<file path="src/rtl/lr_pkg.sv">
// Shared types and constants of the line rasterizer.
// Holds the beat structs, the command and status structs and the state enums.
// Depends on nothing.
package lr_pkg;

  localparam int COORD_BITS_DEF = 16;
  localparam int PIXEL_W        = 16;
  localparam int INTENSITY_W    = 8;
  localparam int FRAC_BITS      = 16;
  localparam int DIV_CNT_W      = $clog2(FRAC_BITS + 1);

  localparam logic [INTENSITY_W-1:0] INTENSITY_FULL = 8'hFF;

  typedef enum logic {
    KIND_LOAD,
    KIND_STEP
  } lr_kind_e;

  typedef enum logic [1:0] {
    MODE_AXIS,
    MODE_MONO,
    MODE_AA
  } lr_mode_e;

  typedef enum logic [2:0] {
    ST_IDLE,
    ST_SETUP,
    ST_DIV_START,
    ST_DIV,
    ST_SECOND
  } lr_state_e;

  typedef struct packed {
    lr_kind_e                   kind;
    logic signed [PIXEL_W-1:0]  start_x;
    logic signed [PIXEL_W-1:0]  start_y;
    logic signed [PIXEL_W-1:0]  end_x;
    logic signed [PIXEL_W-1:0]  end_y;
  } lr_in_t;

  typedef struct packed {
    logic signed [PIXEL_W-1:0]  pixel_x;
    logic signed [PIXEL_W-1:0]  pixel_y;
    logic [INTENSITY_W-1:0]     intensity;
    logic                       last_of_item;
    logic                       line_done;
  } lr_out_t;

  typedef struct packed {
    logic accept;
    logic setup;
    logic div_start;
    logic second;
  } lr_cmd_t;

  typedef struct packed {
    logic is_load;
    logic active;
    logic aa_pair;
    logic need_div;
    logic div_busy;
    logic slot_free;
  } lr_stat_t;

endpackage

</file>
<file path="src/rtl/lr_div.sv">
// Iterative restoring divider for the anti-aliasing slope, one quotient bit per cycle.
// Computes (minor << FRAC_BITS) / count for minor <= count.
// Depends on lr_pkg.
module lr_div
  import lr_pkg::*;
#(
  parameter int COORD_BITS = COORD_BITS_DEF
) (
  input  logic                  clk_i,
  input  logic                  rst_ni,
  input  logic                  start_i,
  input  logic [COORD_BITS-1:0] minor_i,
  input  logic [COORD_BITS-1:0] count_i,
  output logic                  busy_o,
  output logic [FRAC_BITS:0]    quot_o
);

  logic                  busy_q, busy_d;
  logic [DIV_CNT_W-1:0]  cnt_q, cnt_d;
  logic [COORD_BITS:0]   rem_q, rem_d;
  logic [FRAC_BITS:0]    quot_q, quot_d;
  logic [COORD_BITS:0]   trial;
  logic [COORD_BITS:0]   divisor;
  logic                  ge;

  always_comb begin
    divisor = {1'b0, count_i};
    trial   = (cnt_q == '0) ? rem_q : {rem_q[COORD_BITS-1:0], 1'b0};
    ge      = (trial >= divisor);
    busy_d  = busy_q;
    cnt_d   = cnt_q;
    rem_d   = rem_q;
    quot_d  = quot_q;
    if (start_i) begin
      busy_d = 1'b1;
      cnt_d  = '0;
      rem_d  = {1'b0, minor_i};
      quot_d = '0;
    end else if (busy_q) begin
      rem_d  = ge ? (trial - divisor) : trial;
      quot_d = {quot_q[FRAC_BITS-1:0], ge};
      cnt_d  = cnt_q + DIV_CNT_W'(1);
      if (cnt_q == DIV_CNT_W'(FRAC_BITS)) begin
        busy_d = 1'b0;
      end
    end
  end

  always_ff @(posedge clk_i or negedge rst_ni) begin
    if (!rst_ni) begin
      busy_q <= 1'b0;
      cnt_q  <= '0;
      quot_q <= '0;
    end else begin
      busy_q <= busy_d;
      cnt_q  <= cnt_d;
      quot_q <= quot_d;
    end
  end

  always_ff @(posedge clk_i) begin
    rem_q <= rem_d;
  end

  assign busy_o = busy_q;
  assign quot_o = quot_q;

endmodule

</file>
<file path="src/rtl/lr_dpath.sv">
// Datapath of the line rasterizer: line state, stepping arithmetic and output register.
// Acts on commands from lr_ctrl and reports status back; holds the slope divider.
// Depends on lr_pkg and lr_div.
module lr_dpath
  import lr_pkg::*;
#(
  parameter int COORD_BITS = COORD_BITS_DEF
) (
  input  logic     clk_i,
  input  logic     rst_ni,
  input  lr_cmd_t  cmd_i,
  output lr_stat_t stat_o,
  input  lr_in_t   in_data_i,
  input  logic     cfg_we_i,
  input  logic     cfg_data_i,
  input  logic     out_ready_i,
  output logic     out_valid_o,
  output lr_out_t  out_data_o
);

  localparam int CB = COORD_BITS;

  logic                  antialias_q;
  logic                  aa_cap_q;
  logic                  active_q, active_d;
  lr_mode_e              mode_q;
  logic [CB-1:0]         cur_col_q, cur_col_d;
  logic [CB-1:0]         cur_row_q, cur_row_d;
  logic [CB-1:0]         tgt_col_q, tgt_row_q;
  logic [CB-1:0]         dcol_q, drow_q;
  logic                  neg_col_q, neg_row_q, col_major_q;
  logic signed [CB+1:0]  err_q, err_d;
  logic [FRAC_BITS-1:0]  frac_q, frac_d;
  logic [CB-1:0]         steps_q, steps_d;
  logic                  out_valid_q, out_valid_d;
  lr_out_t               out_q, out_d;

  logic [CB-1:0]         in_x0, in_y0, in_x1, in_y1;
  logic                  in_point;

  logic signed [CB:0]    s_dx, s_dy;
  logic [CB-1:0]         s_dcol, s_drow;
  logic                  s_col_major;
  logic signed [CB+1:0]  s_err;
  lr_mode_e              s_mode;

  logic [CB-1:0]         div_count, div_minor;
  logic                  div_busy;
  logic [FRAC_BITS:0]    slope;

  logic [CB-1:0]         col_inc, row_inc;
  logic [FRAC_BITS:0]    frac_sum;
  logic                  carry;
  logic signed [CB+2:0]  e2, neg_dr, pos_dc, err_wide;
  logic                  c1, c2;
  logic [CB-1:0]         new_col, new_row;
  logic                  new_done;
  logic                  slot_free;
  logic                  emit;

  assign in_x0    = in_data_i.start_x[CB-1:0];
  assign in_y0    = in_data_i.start_y[CB-1:0];
  assign in_x1    = in_data_i.end_x[CB-1:0];
  assign in_y1    = in_data_i.end_y[CB-1:0];
  assign in_point = (in_x0 == in_x1) && (in_y0 == in_y1);

  // Setup works on the freshly captured end points in cur and tgt.
  always_comb begin
    s_dx        = $signed({tgt_col_q[CB-1], tgt_col_q}) - $signed({cur_col_q[CB-1], cur_col_q});
    s_dy        = $signed({tgt_row_q[CB-1], tgt_row_q}) - $signed({cur_row_q[CB-1], cur_row_q});
    s_dcol      = s_dx[CB] ? CB'(-s_dx) : s_dx[CB-1:0];
    s_drow      = s_dy[CB] ? CB'(-s_dy) : s_dy[CB-1:0];
    s_col_major = (s_dcol > s_drow);
    s_err       = $signed({2'b00, s_dcol}) - $signed({2'b00, s_drow});
    if ((cur_col_q == tgt_col_q) || (cur_row_q == tgt_row_q)) begin
      s_mode = MODE_AXIS;
    end else if (aa_cap_q) begin
      s_mode = MODE_AA;
    end else begin
      s_mode = MODE_MONO;
    end
  end

  assign div_count = col_major_q ? dcol_q : drow_q;
  assign div_minor = col_major_q ? drow_q : dcol_q;

  lr_div #(
    .COORD_BITS (COORD_BITS)
  ) u_div (
    .clk_i   (clk_i),
    .rst_ni  (rst_ni),
    .start_i (cmd_i.div_start),
    .minor_i (div_minor),
    .count_i (div_count),
    .busy_o  (div_busy),
    .quot_o  (slope)
  );

  // Stepping arithmetic for one step beat.
  always_comb begin
    col_inc  = neg_col_q ? (cur_col_q - CB'(1)) : (cur_col_q + CB'(1));
    row_inc  = neg_row_q ? (cur_row_q - CB'(1)) : (cur_row_q + CB'(1));
    frac_sum = {1'b0, frac_q} + slope;
    carry    = frac_sum[FRAC_BITS];
    e2       = {err_q, 1'b0};
    neg_dr   = -$signed({3'b000, drow_q});
    pos_dc   = $signed({3'b000, dcol_q});
    c1       = (e2 > neg_dr);
    c2       = (e2 < pos_dc);
    err_wide = $signed({err_q[CB+1], err_q}) + (c1 ? neg_dr : '0) + (c2 ? pos_dc : '0);
    case (mode_q)
      MODE_AA: begin
        if (col_major_q) begin
          new_col = col_inc;
          new_row = carry ? row_inc : cur_row_q;
        end else begin
          new_row = row_inc;
          new_col = carry ? col_inc : cur_col_q;
        end
      end
      MODE_MONO: begin
        new_col = c1 ? col_inc : cur_col_q;
        new_row = c2 ? row_inc : cur_row_q;
      end
      default: begin
        new_col = (cur_col_q != tgt_col_q) ? col_inc : cur_col_q;
        new_row = (cur_row_q != tgt_row_q) ? row_inc : cur_row_q;
      end
    endcase
    new_done = (new_col == tgt_col_q) && (new_row == tgt_row_q);
  end

  assign slot_free = !out_valid_q || out_ready_i;

  always_comb begin
    active_d  = active_q;
    cur_col_d = cur_col_q;
    cur_row_d = cur_row_q;
    err_d     = err_q;
    frac_d    = frac_q;
    steps_d   = steps_q;
    emit      = 1'b0;
    out_d     = out_q;
    if (cmd_i.accept) begin
      if (in_data_i.kind == KIND_LOAD) begin
        emit               = 1'b1;
        active_d           = !in_point;
        cur_col_d          = in_x0;
        cur_row_d          = in_y0;
        out_d.pixel_x      = PIXEL_W'($signed(in_x0));
        out_d.pixel_y      = PIXEL_W'($signed(in_y0));
        out_d.intensity    = INTENSITY_FULL;
        out_d.last_of_item = 1'b1;
        out_d.line_done    = in_point;
      end else if (active_q) begin
        emit = 1'b1;
        if ((mode_q == MODE_AA) && (steps_q == '0)) begin
          active_d           = 1'b0;
          out_d.pixel_x      = PIXEL_W'($signed(tgt_col_q));
          out_d.pixel_y      = PIXEL_W'($signed(tgt_row_q));
          out_d.intensity    = INTENSITY_FULL;
          out_d.last_of_item = 1'b1;
          out_d.line_done    = 1'b1;
        end else if (mode_q == MODE_AA) begin
          cur_col_d          = new_col;
          cur_row_d          = new_row;
          frac_d             = frac_sum[FRAC_BITS-1:0];
          steps_d            = steps_q - CB'(1);
          out_d.pixel_x      = PIXEL_W'($signed(new_col));
          out_d.pixel_y      = PIXEL_W'($signed(new_row));
          out_d.intensity    = ~frac_sum[FRAC_BITS-1:FRAC_BITS-INTENSITY_W];
          out_d.last_of_item = 1'b0;
          out_d.line_done    = 1'b0;
        end else begin
          cur_col_d          = new_col;
          cur_row_d          = new_row;
          active_d           = !new_done;
          if (mode_q == MODE_MONO) begin
            err_d = err_wide[CB+1:0];
          end
          out_d.pixel_x      = PIXEL_W'($signed(new_col));
          out_d.pixel_y      = PIXEL_W'($signed(new_row));
          out_d.intensity    = INTENSITY_FULL;
          out_d.last_of_item = 1'b1;
          out_d.line_done    = new_done;
        end
      end
    end else if (cmd_i.second) begin
      emit               = 1'b1;
      out_d.pixel_x      = PIXEL_W'($signed(col_major_q ? cur_col_q : col_inc));
      out_d.pixel_y      = PIXEL_W'($signed(col_major_q ? row_inc : cur_row_q));
      out_d.intensity    = frac_q[FRAC_BITS-1:FRAC_BITS-INTENSITY_W];
      out_d.last_of_item = 1'b1;
      out_d.line_done    = 1'b0;
    end else if (cmd_i.setup) begin
      err_d   = s_err;
      frac_d  = '0;
      steps_d = '0;
    end else if (cmd_i.div_start) begin
      steps_d = div_count - CB'(1);
    end
    out_valid_d = emit ? 1'b1 : (out_ready_i ? 1'b0 : out_valid_q);
  end

  always_ff @(posedge clk_i or negedge rst_ni) begin
    if (!rst_ni) begin
      antialias_q <= 1'b1;
      aa_cap_q    <= 1'b0;
      active_q    <= 1'b0;
      mode_q      <= MODE_AXIS;
      out_valid_q <= 1'b0;
      cur_col_q   <= '0;
      cur_row_q   <= '0;
      tgt_col_q   <= '0;
      tgt_row_q   <= '0;
      dcol_q      <= '0;
      drow_q      <= '0;
      neg_col_q   <= 1'b0;
      neg_row_q   <= 1'b0;
      col_major_q <= 1'b0;
      err_q       <= '0;
      frac_q      <= '0;
      steps_q     <= '0;
    end else begin
      if (cfg_we_i) begin
        antialias_q <= cfg_data_i;
      end
      if (cmd_i.accept && (in_data_i.kind == KIND_LOAD)) begin
        aa_cap_q  <= antialias_q;
        tgt_col_q <= in_x1;
        tgt_row_q <= in_y1;
      end
      if (cmd_i.setup) begin
        mode_q      <= s_mode;
        dcol_q      <= s_dcol;
        drow_q      <= s_drow;
        neg_col_q   <= s_dx[CB];
        neg_row_q   <= s_dy[CB];
        col_major_q <= s_col_major;
      end
      active_q    <= active_d;
      out_valid_q <= out_valid_d;
      cur_col_q   <= cur_col_d;
      cur_row_q   <= cur_row_d;
      err_q       <= err_d;
      frac_q      <= frac_d;
      steps_q     <= steps_d;
    end
  end

  always_ff @(posedge clk_i) begin
    out_q <= out_d;
  end

  always_comb begin
    stat_o.is_load   = (in_data_i.kind == KIND_LOAD);
    stat_o.active    = active_q;
    stat_o.aa_pair   = (mode_q == MODE_AA) && (steps_q != '0);
    stat_o.need_div  = (s_mode == MODE_AA);
    stat_o.div_busy  = div_busy;
    stat_o.slot_free = slot_free;
  end

  assign out_valid_o = out_valid_q;
  assign out_data_o  = out_q;

endmodule

</file>
<file path="src/rtl/lr_ctrl.sv">
// Controller of the line rasterizer: sequences loads, slope division and two-beat steps.
// Drives the datapath through lr_cmd_t and reads lr_stat_t.
// Depends on lr_pkg.
module lr_ctrl
  import lr_pkg::*;
(
  input  logic     clk_i,
  input  logic     rst_ni,
  input  logic     in_valid_i,
  output logic     in_ready_o,
  input  lr_stat_t stat_i,
  output lr_cmd_t  cmd_o
);

  lr_state_e state_q, state_d;

  always_comb begin
    in_ready_o = 1'b0;
    cmd_o      = '0;
    case (state_q)
      ST_IDLE: begin
        in_ready_o   = stat_i.slot_free;
        cmd_o.accept = in_valid_i && stat_i.slot_free;
      end
      ST_SETUP: begin
        cmd_o.setup = 1'b1;
      end
      ST_DIV_START: begin
        cmd_o.div_start = 1'b1;
      end
      ST_SECOND: begin
        cmd_o.second = stat_i.slot_free;
      end
      default: begin
      end
    endcase
  end

  always_comb begin
    state_d = state_q;
    case (state_q)
      ST_IDLE: begin
        if (cmd_o.accept) begin
          if (stat_i.is_load) begin
            state_d = ST_SETUP;
          end else if (stat_i.active && stat_i.aa_pair) begin
            state_d = ST_SECOND;
          end
        end
      end
      ST_SETUP: begin
        state_d = stat_i.need_div ? ST_DIV_START : ST_IDLE;
      end
      ST_DIV_START: begin
        state_d = ST_DIV;
      end
      ST_DIV: begin
        if (!stat_i.div_busy) begin
          state_d = ST_IDLE;
        end
      end
      ST_SECOND: begin
        if (stat_i.slot_free) begin
          state_d = ST_IDLE;
        end
      end
      default: begin
        state_d = ST_IDLE;
      end
    endcase
  end

  always_ff @(posedge clk_i or negedge rst_ni) begin
    if (!rst_ni) begin
      state_q <= ST_IDLE;
    end else begin
      state_q <= state_d;
    end
  end

endmodule

</file>
<file path="src/rtl/line_rasterizer.sv">
// Line rasterizer top level: joins the controller and the datapath to the ports.
// Depends on lr_pkg, lr_ctrl, lr_dpath and lr_div.
//
// A load beat emits the start pixel at once and then keeps the input closed for
// the setup state. In anti-aliased mode a slope division follows that produces
// one quotient bit per cycle, so an anti-aliased load keeps the input closed
// through setup, divider start, 17 quotient bits and a last check that the
// divider is done. A step beat is handled on acceptance, except an anti-aliased
// step that makes a pixel pair, whose second pixel comes from the second state.
// All pixels leave through a single output register, and a stalled output holds
// the input closed. The antialias_enable register is sampled when a line is
// loaded and is written through the cfg channel, which is always ready.
module line_rasterizer
  import lr_pkg::*;
#(
  parameter int COORD_BITS = COORD_BITS_DEF
) (
  input  logic    clk_i,
  input  logic    rst_ni,
  input  logic    in_valid_i,
  output logic    in_ready_o,
  input  lr_in_t  in_data_i,
  output logic    out_valid_o,
  input  logic    out_ready_i,
  output lr_out_t out_data_o,
  input  logic    cfg_valid_i,
  output logic    cfg_ready_o,
  input  logic    cfg_data_i
);

  lr_cmd_t  cmd;
  lr_stat_t stat;

  assign cfg_ready_o = 1'b1;

  lr_ctrl u_ctrl (
    .clk_i      (clk_i),
    .rst_ni     (rst_ni),
    .in_valid_i (in_valid_i),
    .in_ready_o (in_ready_o),
    .stat_i     (stat),
    .cmd_o      (cmd)
  );

  lr_dpath #(
    .COORD_BITS (COORD_BITS)
  ) u_dpath (
    .clk_i       (clk_i),
    .rst_ni      (rst_ni),
    .cmd_i       (cmd),
    .stat_o      (stat),
    .in_data_i   (in_data_i),
    .cfg_we_i    (cfg_valid_i && cfg_ready_o),
    .cfg_data_i  (cfg_data_i),
    .out_ready_i (out_ready_i),
    .out_valid_o (out_valid_o),
    .out_data_o  (out_data_o)
  );

  a_done_is_last: assert property (@(posedge clk_i) disable iff (!rst_ni)
    out_valid_o && out_data_o.line_done |-> out_data_o.last_of_item)
    else $error("line_done beat without last_of_item");

  a_no_accept_in_div: assert property (@(posedge clk_i) disable iff (!rst_ni)
    in_ready_o |-> !stat.div_busy)
    else $error("input ready while the slope division runs");

  a_load_blocks_setup: assert property (@(posedge clk_i) disable iff (!rst_ni)
    in_valid_i && in_ready_o && (in_data_i.kind == KIND_LOAD) |=> !in_ready_o)
    else $error("input ready during load setup");

  a_second_after_first: assert property (@(posedge clk_i) disable iff (!rst_ni)
    cmd.second |-> (out_valid_o && !out_data_o.last_of_item && out_ready_i) || !out_valid_o)
    else $error("neighbor pixel issued while the main pixel is stuck");

endmodule

</file>
<file path="config.mk">
export PLATFORM = sky130hd
export DESIGN_NAME = line_rasterizer
export DESIGN_NICKNAME = d
export VERILOG_FILES = /design/src/rtl/lr_pkg.sv /design/src/rtl/lr_div.sv /design/src/rtl/lr_dpath.sv /design/src/rtl/lr_ctrl.sv /design/src/rtl/line_rasterizer.sv
export SDC_FILE = /design/constraint.sdc
export NUM_CORES = 1
export LEC_CHECK = 0
export ABC_AREA = 1
export BUFFER_PORTS_ARGS = -buffer_cell sky130_fd_sc_hd__buf_2
export CAP_MARGIN = 20
export CORE_MARGIN = 1
export CORE_UTILIZATION = 58
export CTS_CLUSTER_DIAMETER = 100
export DETAILED_ROUTE_END_ITERATION = 12
export GPL_ROUTABILITY_DRIVEN = 0
export PLACE_DENSITY_LB_ADDON = 0.12
export RECOVER_POWER = 25
export REMOVE_ABC_BUFFERS = 1
export SKIP_LAST_GASP = 1
export SLEW_MARGIN = 20
export SYNTH_ARGS = -nofsm -noshare
export SYNTH_HDL_FRONTEND = slang
export SYNTH_SLANG_ARGS = --single-unit
</file>
<file path="constraint.sdc">
create_clock -name clk_i -period 5.6 [get_ports clk_i]
set_input_delay 1.4 -clock clk_i [delete_from_list [all_inputs] [get_ports clk_i]]
set_output_delay 1.4 -clock clk_i [all_outputs]
set_load 0.01 [all_outputs]
</file>
Word-level counts from Yosys, hierarchy flattened
Index checks and enable logic that the tools add are counted.
Widths: inputs -> output; s select.
Word-level totals
  bits of input ports: 71
  logic and storage cells: 198
  output and inout bits: 45
  bits in registers: 240
Cells by class
  reductions and logical operators: 27
  magnitude comparators: 4
  add/sub/neg operators: 17
  bitwise logic cells: 2
  muxes and demuxes: 90
  equality and inequality tests: 30
Operators by type and width (count)
  $mux 16: 40
  $mux 42: 5
  $mux 18: 9
  $eq 16x16->1: 6
  $mux 17: 4
  $pmux 16 s2: 2
  $sub 16x1->16 const B: 4
  $sub 16x16->17: 3
  $add 18x18->18: 2
  $add 16x1->16 const B: 2
  $ne 16x16->1: 2
  $neg 16->16: 2
  $gt 19x19->1: 1
  $lt 19x17->1: 1
  $neg 16->19: 1
  $mux 1: 18
  $add 16x17->17: 1
  $ge 17x16->1: 1
  $sub 17x16->17: 1
  $gt 16x16->1: 1
  $logic_not 16->1: 1
  $ne 2x2->1 const B: 8
  $reduce_bool 16->1: 1
  $mux 3: 5
  28 further kinds: 49

Longest topological paths before layout
Gate-level depths: netlist of the first run.
  depth in word-level cells: 12
  mapped depth: 49
  depth with buffers taken out: 48

Cells and area by module
Synthesis of the first run repeated with hierarchy kept, for this count alone.
Unflattened totals
  cells, all modules: 3487
  area total of the unflattened synthesis: 23587.6 um^2
Modules (own cells, without submodules)
  lr_dpath: area each 20129.3 um^2, cells an instance 2973, sequential area each 5141.2 um^2, instances 1
  lr_div: area each 3228.1 um^2, cells an instance 474, sequential area each 1076.0 um^2, instances 1
  lr_ctrl: area each 219.0 um^2, cells an instance 38, sequential area each 75.1 um^2, instances 1
  line_rasterizer: area each 11.3 um^2, cells an instance 2, sequential area each 0.0 um^2, instances 1

Least setup slack after synthesis of the first run
OpenSTA, ideal clock, no wires.
  kind: flip-flop to flip-flop
  from: register u_dpath.drow_q[0]
  to: register u_dpath.err_q[17]
  library setup time: 0.082 ns
  period minus slack after synthesis: 6.010 ns
  cell stages (with the launch flop): 41
  path buffers: 1
  slack: -0.410 ns
  required time: 5.518 ns
  arrival time: 5.928 ns
  path through: dfrtp_1 > inv_1 > ha_1 > nand2_1 > or3_1 > nor3_1 > inv_1 > nor2_1 > inv_1 > nor4_1 > ha_1 > nand2_1 > inv_1 > nand2_1 > nand2_1 > a21oi_1 > nand4_1 > nand2_1 > (+5 left out) > inv_1 > ha_1 > inv_1 > fa_1 > nor2_1 > o21a_1 > nor2_1 > o21ai_0 > a31oi_1 > o21ai_0 > a21oi_1 > o21bai_1 > nand2_1 > nand2_1 > nand2_1 > nand3_1 > nand3_1 > a22oi_2
On the way
  word-level cells in the longest chain between the ends: 11
Ends and longest elaborated chain
  from (decl): RTL line lr_dpath.sv:30  | logic [CB-1:0] dcol_q, drow_q;
  from (signal assigned): RTL line lr_dpath.sv:236  | drow_q <= s_drow;
  $neg 16->19 (*): RTL line lr_dpath.sv:106  | neg_dr = -$signed({3'b000, drow_q});
  $gt 19x19->1: RTL line lr_dpath.sv:108  | c1 = (e2 > neg_dr);
  $mux 18 (*): RTL line lr_dpath.sv:110  | err_wide = $signed({err_q[CB+1], err_q}) + (c1 ? neg_dr : '0) + (c2 ? pos_dc : '0);
  $add 18x18->18 (*) (2 in a row): RTL line lr_dpath.sv:110
  $mux 18 (*): RTL line lr_dpath.sv:178  | if (mode_q == MODE_MONO) begin
  $mux 18 (*): RTL line lr_dpath.sv:164  | end else if (mode_q == MODE_AA) begin
  $mux 18 (*): RTL line lr_dpath.sv:157  | if ((mode_q == MODE_AA) && (steps_q == '0)) begin
  $mux 18 (*): RTL line lr_dpath.sv:155  | end else if (active_q) begin
  $mux 18 (*): RTL line lr_dpath.sv:145  | if (in_data_i.kind == KIND_LOAD) begin
  $mux 18 (*): RTL line lr_dpath.sv:144  | if (cmd_i.accept) begin
  to (signal assigned): RTL line lr_dpath.sv:245  | err_q <= err_d;
  to (decl): RTL line lr_dpath.sv:32  | logic signed [CB+1:0] err_q, err_d;
Every way passes the cells marked *; elsewhere a longest branch is shown, timed or not. The select of a mux whose other input is x is not followed.
A chain may end at the register's enable or synchronous reset.

Final worst setup path of the first run
  from: register u_dpath.drow_q[2]
  to: register u_dpath.err_q[17]
The elaborated chain is that of the path after synthesis.

==> impl_metrics.json, run 1 <==
{
  "synth_area_um2": 22700,
  "grt_pass1_wl_um": 121000,
  "rr_worst_depth": 46,
  "slew_violations": 225,
  "io_buffer_count": 114,
  "fin_hold_ws_ps": 527,
  "synth_cell_types": 68,
  "whs_path_depth": 2,
  "fmax_mhz": 156,
  "synth-seq-cells": 240,
  "clockBufferDepth": 3,
  "critPathArrivalTime_ps": 6900,
  "holdPathEnd": "u_dpath.frac_q[7]$_DFFE_PN0P_",
  "final_common_cell": "nand2_1",
  "grt_max_degree": 108,
  "h-tree-depth": 1,
  "synth_top_area_cell": "dfrtp_1",
  "r2r_end": "u_dpath.err_q[17]$_DFFE_PN0P_",
  "drt_iter0_markers": 2348,
  "numCtsBuffers": 31,
  "outcome": "finished with violations",
  "hp-start": "u_dpath.frac_q[7]$_DFFE_PN0P_",
  "layout_common_cells": "nand2_1, inv_1, o21ai_0",
  "coreArea_um2": 38600,
  "synth_top_area_share_pct": 19.9,
  "fin_util_pct": 67.6,
  "crit_path_start_kind": "flop",
  "track_usage_pct": 38.6,
  "worst_slack_ps": -806,
  "endpoint_kind": "flop",
  "grt_antenna_before_repair": 0,
  "reg2reg_slack_ps": -810,
  "diodes": 0,
  "drtAntennaViolNets": 0,
  "pre_cts_slack_ps": -505,
  "die-area_um2": 39900,
  "initial_utilization_pct": 58.8,
  "ys_top_cells_by_area": "dfrtp_1, nand2_1, ha_1",
  "drive_gt1_share_pct": 13.2,
  "rows": 72,
  "die_y_um": 200,
  "setup_violations": 13,
  "root_buffer": "clkbuf_16",
  "pin_count": 116,
  "worst-setup-path-type": "reg2reg",
  "cts_tree": "yes",
  "nNetsFinal": 3798,
  "cts_sinks": 240,
  "hp-class": "reg2reg",
  "yosysSeqAreaShare_pct": 27.8,
  "critPathBufInv": 12,
  "hold_viol": 0,
  "worst_pin_slew_ps": 2970,
  "clk_pin_slew_ps": 60,
  "routed_via_density": 6.05,
  "nFillCells": 3334,
  "drv_cap": 3,
  "syn_inst": 3350,
  "drc": 0,
  "violations": "capacitance limit, slew limit, setup timing",
  "area_growth_pct": 15.0,
  "syn_avg_cell_area_um2": 6.76,
  "crit_path_max_fanout": 3,
  "die_w_um": 200,
  "grt-ovfl-total": 0,
  "dp_hpwl_um": 54600,
  "wl_um": 78300,
  "crit_slowest_cell": "fa_2",
  "synth_flop_cell": "dfrtp_1",
  "synthArstFlopShare_pct": 75.4,
  "yosysWarnings": 0,
  "r2r_start": "u_dpath.drow_q[2]$_DFFE_PN0P_",
  "crit_required_ps": 6090,
  "layout_min_cycle_time_ps": 6410,
  "crit_path_max_incr_delay_ps": 410,
  "critPathTopFamily": "simple AND/OR/NAND/NOR gates",
  "wl_per_cell_um": 19.2,
  "relSlewSlack_pct": -97.7,
  "first_global_vias": 23627,
  "route.vias.total": 24698,
  "rsz0062_at_grt": "true",
  "fin_crit_sh_pct": 114,
  "worstSkewPairLatency_ps": 630,
  "firstDrtPassIters": 8,
  "synth_edf_count": 58,
  "skew_ps": 17.2,
  "crit_start": "u_dpath.drow_q[2]$_DFFE_PN0P_"
}
-- per-layer routing --
metal  up-vias  share of wire [%]  track usage, %
met3       368                 11            7.92
met5         -                  0               0
met4         0                6.5            24.1
met1     11381                 38            47.4
li1      11483                  -               -
met2      1466                 45            61.8
-- layout make-up --
type / instances / area, um^2 / area share, %
Clock inverter: 16 / 155 / 0.595
Multi-Input combinational cell: 2574 / 14700 / 56.5
Tap cell: 518 / 648 / 2.49
Timing Repair Buffer: 264 / 1750 / 6.72
Clock buffer: 42 / 877 / 3.37
Sequential cell: 240 / 6300 / 24.2
Inverter: 425 / 1610 / 6.16
-- registers in the layout, indices dropped and copies added, names as in the netlist, 17 cells and up --
register	count
u_dpath.err_q	18
u_dpath.out_data_o	42
u_dpath.u_div.quot_o	17
u_dpath.u_div.rem_q	17
-- through the flow --
stage / std cells / TNS [ps] / instance area, um^2
5_1_grt: 4079 / -13930 / 26100
3_3_place_gp: 3972 / -1050 / 24200
6_report: 4079 / -6410 / 26100
2_1_floorplan: 3239 / -251900 / 22200
3_5_place_dp: 3972 / -2060 / 24200
4_1_cts: 4074 / -977 / 25800
-- logic make-up (layout without fill, tap and decap cells) --
logic type	count (synthesis)	after routing	synth area share [%]
fa+ha+maj	191	191	11.3
mux	1	1	0.0497
compound gates	742	742	18.1
other cells	1	1	0.0166
buf+inv	536	747	9.12
xor+xnor	153	153	5.91
flops	240	240	27.8
simple gates	1486	1486	27.7
-- worst max-delay path by stage --
stage,end,slack [ps],cells past startpoint
after global placement,u_dpath.err_q[17]$_DFFE_PN0P_,-330,40
after detailed placement,u_dpath.err_q[17]$_DFFE_PN0P_,-500,40
final,u_dpath.err_q[17]$_DFFE_PN0P_,-810,46
after CTS,u_dpath.err_q[17]$_DFFE_PN0P_,-220,48
after floorplan,u_dpath.cur_col_q[0]$_DFFE_PN0P_,-2340,9
after global routing,u_dpath.err_q[17]$_DFFE_PN0P_,-1080,46
-- cells in the mapped netlist, types with 7 or more instances --
| cell type | n |
|---|---|
| nor4_1 | 7 |
| a211oi_1 | 8 |
| or2_2 | 16 |
| a31oi_1 | 24 |
| ha_1 | 167 |
| o21bai_1 | 15 |
| nand3_1 | 239 |
| nand3b_1 | 21 |
| buf_1 | 12 |
| dfrtp_1 | 180 |
| fa_1 | 24 |
| o22ai_1 | 27 |
| nand4_1 | 28 |
| xnor2_1 | 55 |
| xor2_1 | 98 |
| nand2_1 | 898 |
| clkbuf_1 | 75 |
| nor3_1 | 40 |
| a21oi_1 | 208 |
| a32oi_1 | 8 |
| buf_2 | 17 |
| a22oi_1 | 25 |
| edfxtp_1 | 58 |
| o21ai_1 | 13 |
| o211ai_1 | 16 |
| inv_1 | 415 |
| o21ai_0 | 362 |
| nor2_1 | 206 |
-- worst reg2reg max path, delay by kind of cell, from the launching register on --
| family | cells | cell delay, ps |
|---|---|---|
| adders and majority gates | 4 | 1150 |
| DFF | 1 | 400 |
| buffers and inverters | 12 | 950 |
| and+or+nand+nor | 23 | 2800 |
| AOI/OAI and AO/OA | 7 | 980 |
-- what timing repair did --
action                                  4_1_cts  5_1_grt
endpoints found under the setup margin        9       36
gates resized for setup                      50       92
setup buffers                                43       20
gates cloned                                  1        0
pin swaps                                    20       63
hold buffers                                  0        0
Power of run 1 is not shown: default switching activity piles up to over one toggle a cycle in this logic, so the estimate is an artifact.
==> run 2, diff against run 1 <==
- ABC_AREA: 1 -> default
- CORE_UTILIZATION: 58 -> 65
- clock period: 5.6 -> 8.3 ns (I/O delays scaled with it)
==> run 2 against run 1 <==
Against the previous run:
- the flow finishes with violations (capacitance limit, slew limit)
- wire length is 15% lower
- area after synthesis is 2.2% lower
- hold slack lost 41 ps
- largest cell class unchanged
- global-route usage decreased by 1.0 points
- non-clock buffer count fell by 125
- highest routed layer unchanged
- design area fell by 7.6%
==> impl_metrics.json, run 2 <==
{
  "hp-class": "reg2reg",
  "wl_um": 66400,
  "fin_cells": 3155,
  "critPathTopFamily": "simple AND/OR/NAND/NOR gates",
  "worstSkewPairLatency_ps": 600,
  "post_cts_buffers": 0,
  "yosysWarnings": 0,
  "cts_tree": "yes",
  "nNetsFinal": 2946,
  "first_global_vias": 20040,
  "initial_utilization_pct": 66.1,
  "drc": 0,
  "numCtsBuffers": 29,
  "cts.repair.resized": 0,
  "critPathBufInv": 2,
  "worst_slack_ps": 707,
  "crit_required_ps": 8690,
  "clockBufferDepth": 3,
  "synth_xor_area_share_pct": 8.81,
  "relSlewSlack_pct": -32.1,
  "routed_via_density": 6.60,
  "io_buffer_count": 114,
  "hold_viol": 0,
  "layout_min_cycle_time_ps": 7590,
  "synth_flop_cell": "dfrtp_1",
  "die-area_um2": 34800,
  "syn_avg_cell_area_um2": 8.39,
  "grt_max_degree": 114,
  "synth_compound_area_share_pct": 23.2,
  "synth-seq-cells": 240,
  "rsz0062_at_grt": "false",
  "drtAntennaViolNets": 0,
  "fin_util_pct": 71.8,
  "grt_antenna_before_repair": 0,
  "pin_count": 116,
  "synth_area_um2": 22200,
  "rows": 67,
  "synth_edf_count": 58,
  "wl_per_cell_um": 21.0,
  "fmax_mhz": 132,
  "finalSetupTns_ps": 0,
  "h-tree-depth": 1,
  "root_buffer": "clkbuf_16",
  "final_common_cell": "nand2_1",
  "ys_top_cells_by_area": "dfrtp_1, ha_1, edfxtp_1",
  "synth_common_cells": "nand2_1, o21ai_0, nor2_1, a21oi_1, dfrtp_1",
  "synth_cell_types": 106,
  "syn_inst": 2642,
  "diodes": 0,
  "skew_ps": 20.4,
  "nFillCells": 2639,
  "critPathMostFrequentCell": "o21ai_0",
  "area_growth_pct": 8.67,
  "largest_register_ffs": 42,
  "pre_cts_slack_ps": 816,
  "violations": "capacitance limit, slew limit",
  "synth_top_family_by_area": "compound AO/OA/AOI/OAI gates",
  "drv_cap": 3,
  "layout_common_cells": "nand2_1, o21ai_0, nor2_1",
  "worst-setup-path-type": "reg2reg",
  "drt_iter0_markers": 2172,
  "synthArstFlopShare_pct": 75.4,
  "synth_most_common_cell": "nand2_1",
  "crit_path_start_kind": "flop",
  "drive_gt1_share_pct": 10.9,
  "clk_pin_slew_ps": 70,
  "grt_pass1_wl_um": 106000,
  "crit_slowest_cell": "nor2_2",
  "firstDrtPassIters": 7,
  "hold_buffers": 0,
  "synth_fa_ha_area_share_pct": 11.6,
  "grt-ovfl-total": 0,
  "endpoint_kind": "flop",
  "cts_sinks": 240,
  "dp_hpwl_um": 48600,
  "coreArea_um2": 33500,
  "track_usage_pct": 37.5,
  "setup_violations": 0,
  "fin_crit_sh_pct": 91.5,
  "synth_top_area_share_pct": 20.3,
  "crit_path_max_fanout": 16,
  "place_inst": 3100,
  "slew_violations": 113,
  "die_w_um": 187,
  "route.vias.total": 20813,
  "synth_top_area_cell": "dfrtp_1",
  "critPathArrivalTime_ps": 7990,
  "yosys.area_share.simple_pct": 16.2,
  "crit_path_max_incr_delay_ps": 670,
  "yosysSeqAreaShare_pct": 28.4,
  "die_y_um": 187,
  "outcome": "finished with violations",
  "worst_pin_slew_ps": 1980,
  "muxShareOfSynthArea_pct": 6.31
}
## run 2: worst register-to-register path: cells and delay by family, from the launching register on
family | cells | cell delay (ps)
AND/OR/NAND/NOR | 12 | 3050
AO/OA/AOI/OAI | 10 | 2220
flip-flops | 1 | 440
XOR/XNOR | 2 | 320
buffers and inverters | 2 | 120
adder cells (fa/ha/maj) | 4 | 1260
## run 2: logic make-up (layout without fill, tap and decap cells)
logic type | count (synthesis) | after routing
buffers and inverters | 299 | 364
DFF | 240 | 240
xor gates and xnor gates | 223 | 223
muxes | 133 | 133
adders and majority gates | 191 | 191
AOI/OAI and AO/OA | 782 | 782
other | 1 | 1
and+or+nand+nor | 773 | 773
## run 2: final timing paths
kind | startpoint | to | slack (ps) | cells after the start
min reg2reg | u_dpath.frac_q[4]$_DFFE_PN0P_ | u_dpath.frac_q[4]$_DFFE_PN0P_ | 490 | 2
min | u_dpath.frac_q[4]$_DFFE_PN0P_ | u_dpath.frac_q[4]$_DFFE_PN0P_ | 490 | 2
max | u_dpath.drow_q[4]$_DFFE_PN0P_ | u_dpath.err_q[15]$_DFFE_PN0P_ | 710 | 30
max reg2reg | u_dpath.drow_q[4]$_DFFE_PN0P_ | u_dpath.err_q[15]$_DFFE_PN0P_ | 710 | 30
min in group asynchronous | rst_ni | u_dpath.steps_q[1]$_DFFE_PN0P_ | 2040 | 1
max in group asynchronous | rst_ni | u_ctrl.state_q[0]$_DFFE_PN0P_ | 4440 | 2
## run 2: through the flow
stage	area, um^2	hold WS (ps)
3_5_place_dp	23000	474
6_report	24100	486
4_1_cts	24100	487
2_1_floorplan	21600	453
3_3_place_gp	23000	467
5_1_grt	24100	506
## run 2: per-layer routing
metal  vias up  track usage (%)  share of wire (%)
met2      1068             62.6                 46
met4         0             20.1                5.7
met1      9875             46.7                 39
met3       234             6.02                8.9
met5         -                0                  0
li1       9636                -                  -
## run 2: area by class of cell
cell class | count | area (um^2) | share of cell area, %
Inverter | 171 | 642 | 2.67
Multi-Input combinational cell | 2103 | 14800 | 61.3
Timing Repair Buffer | 139 | 769 | 3.20
Clock inverter | 15 | 248 | 1.03
Clock buffer | 39 | 813 | 3.38
Tap cell | 448 | 561 | 2.33
Sequential cell | 240 | 6300 | 26.1
Power of run 2 is left out for the same reason.
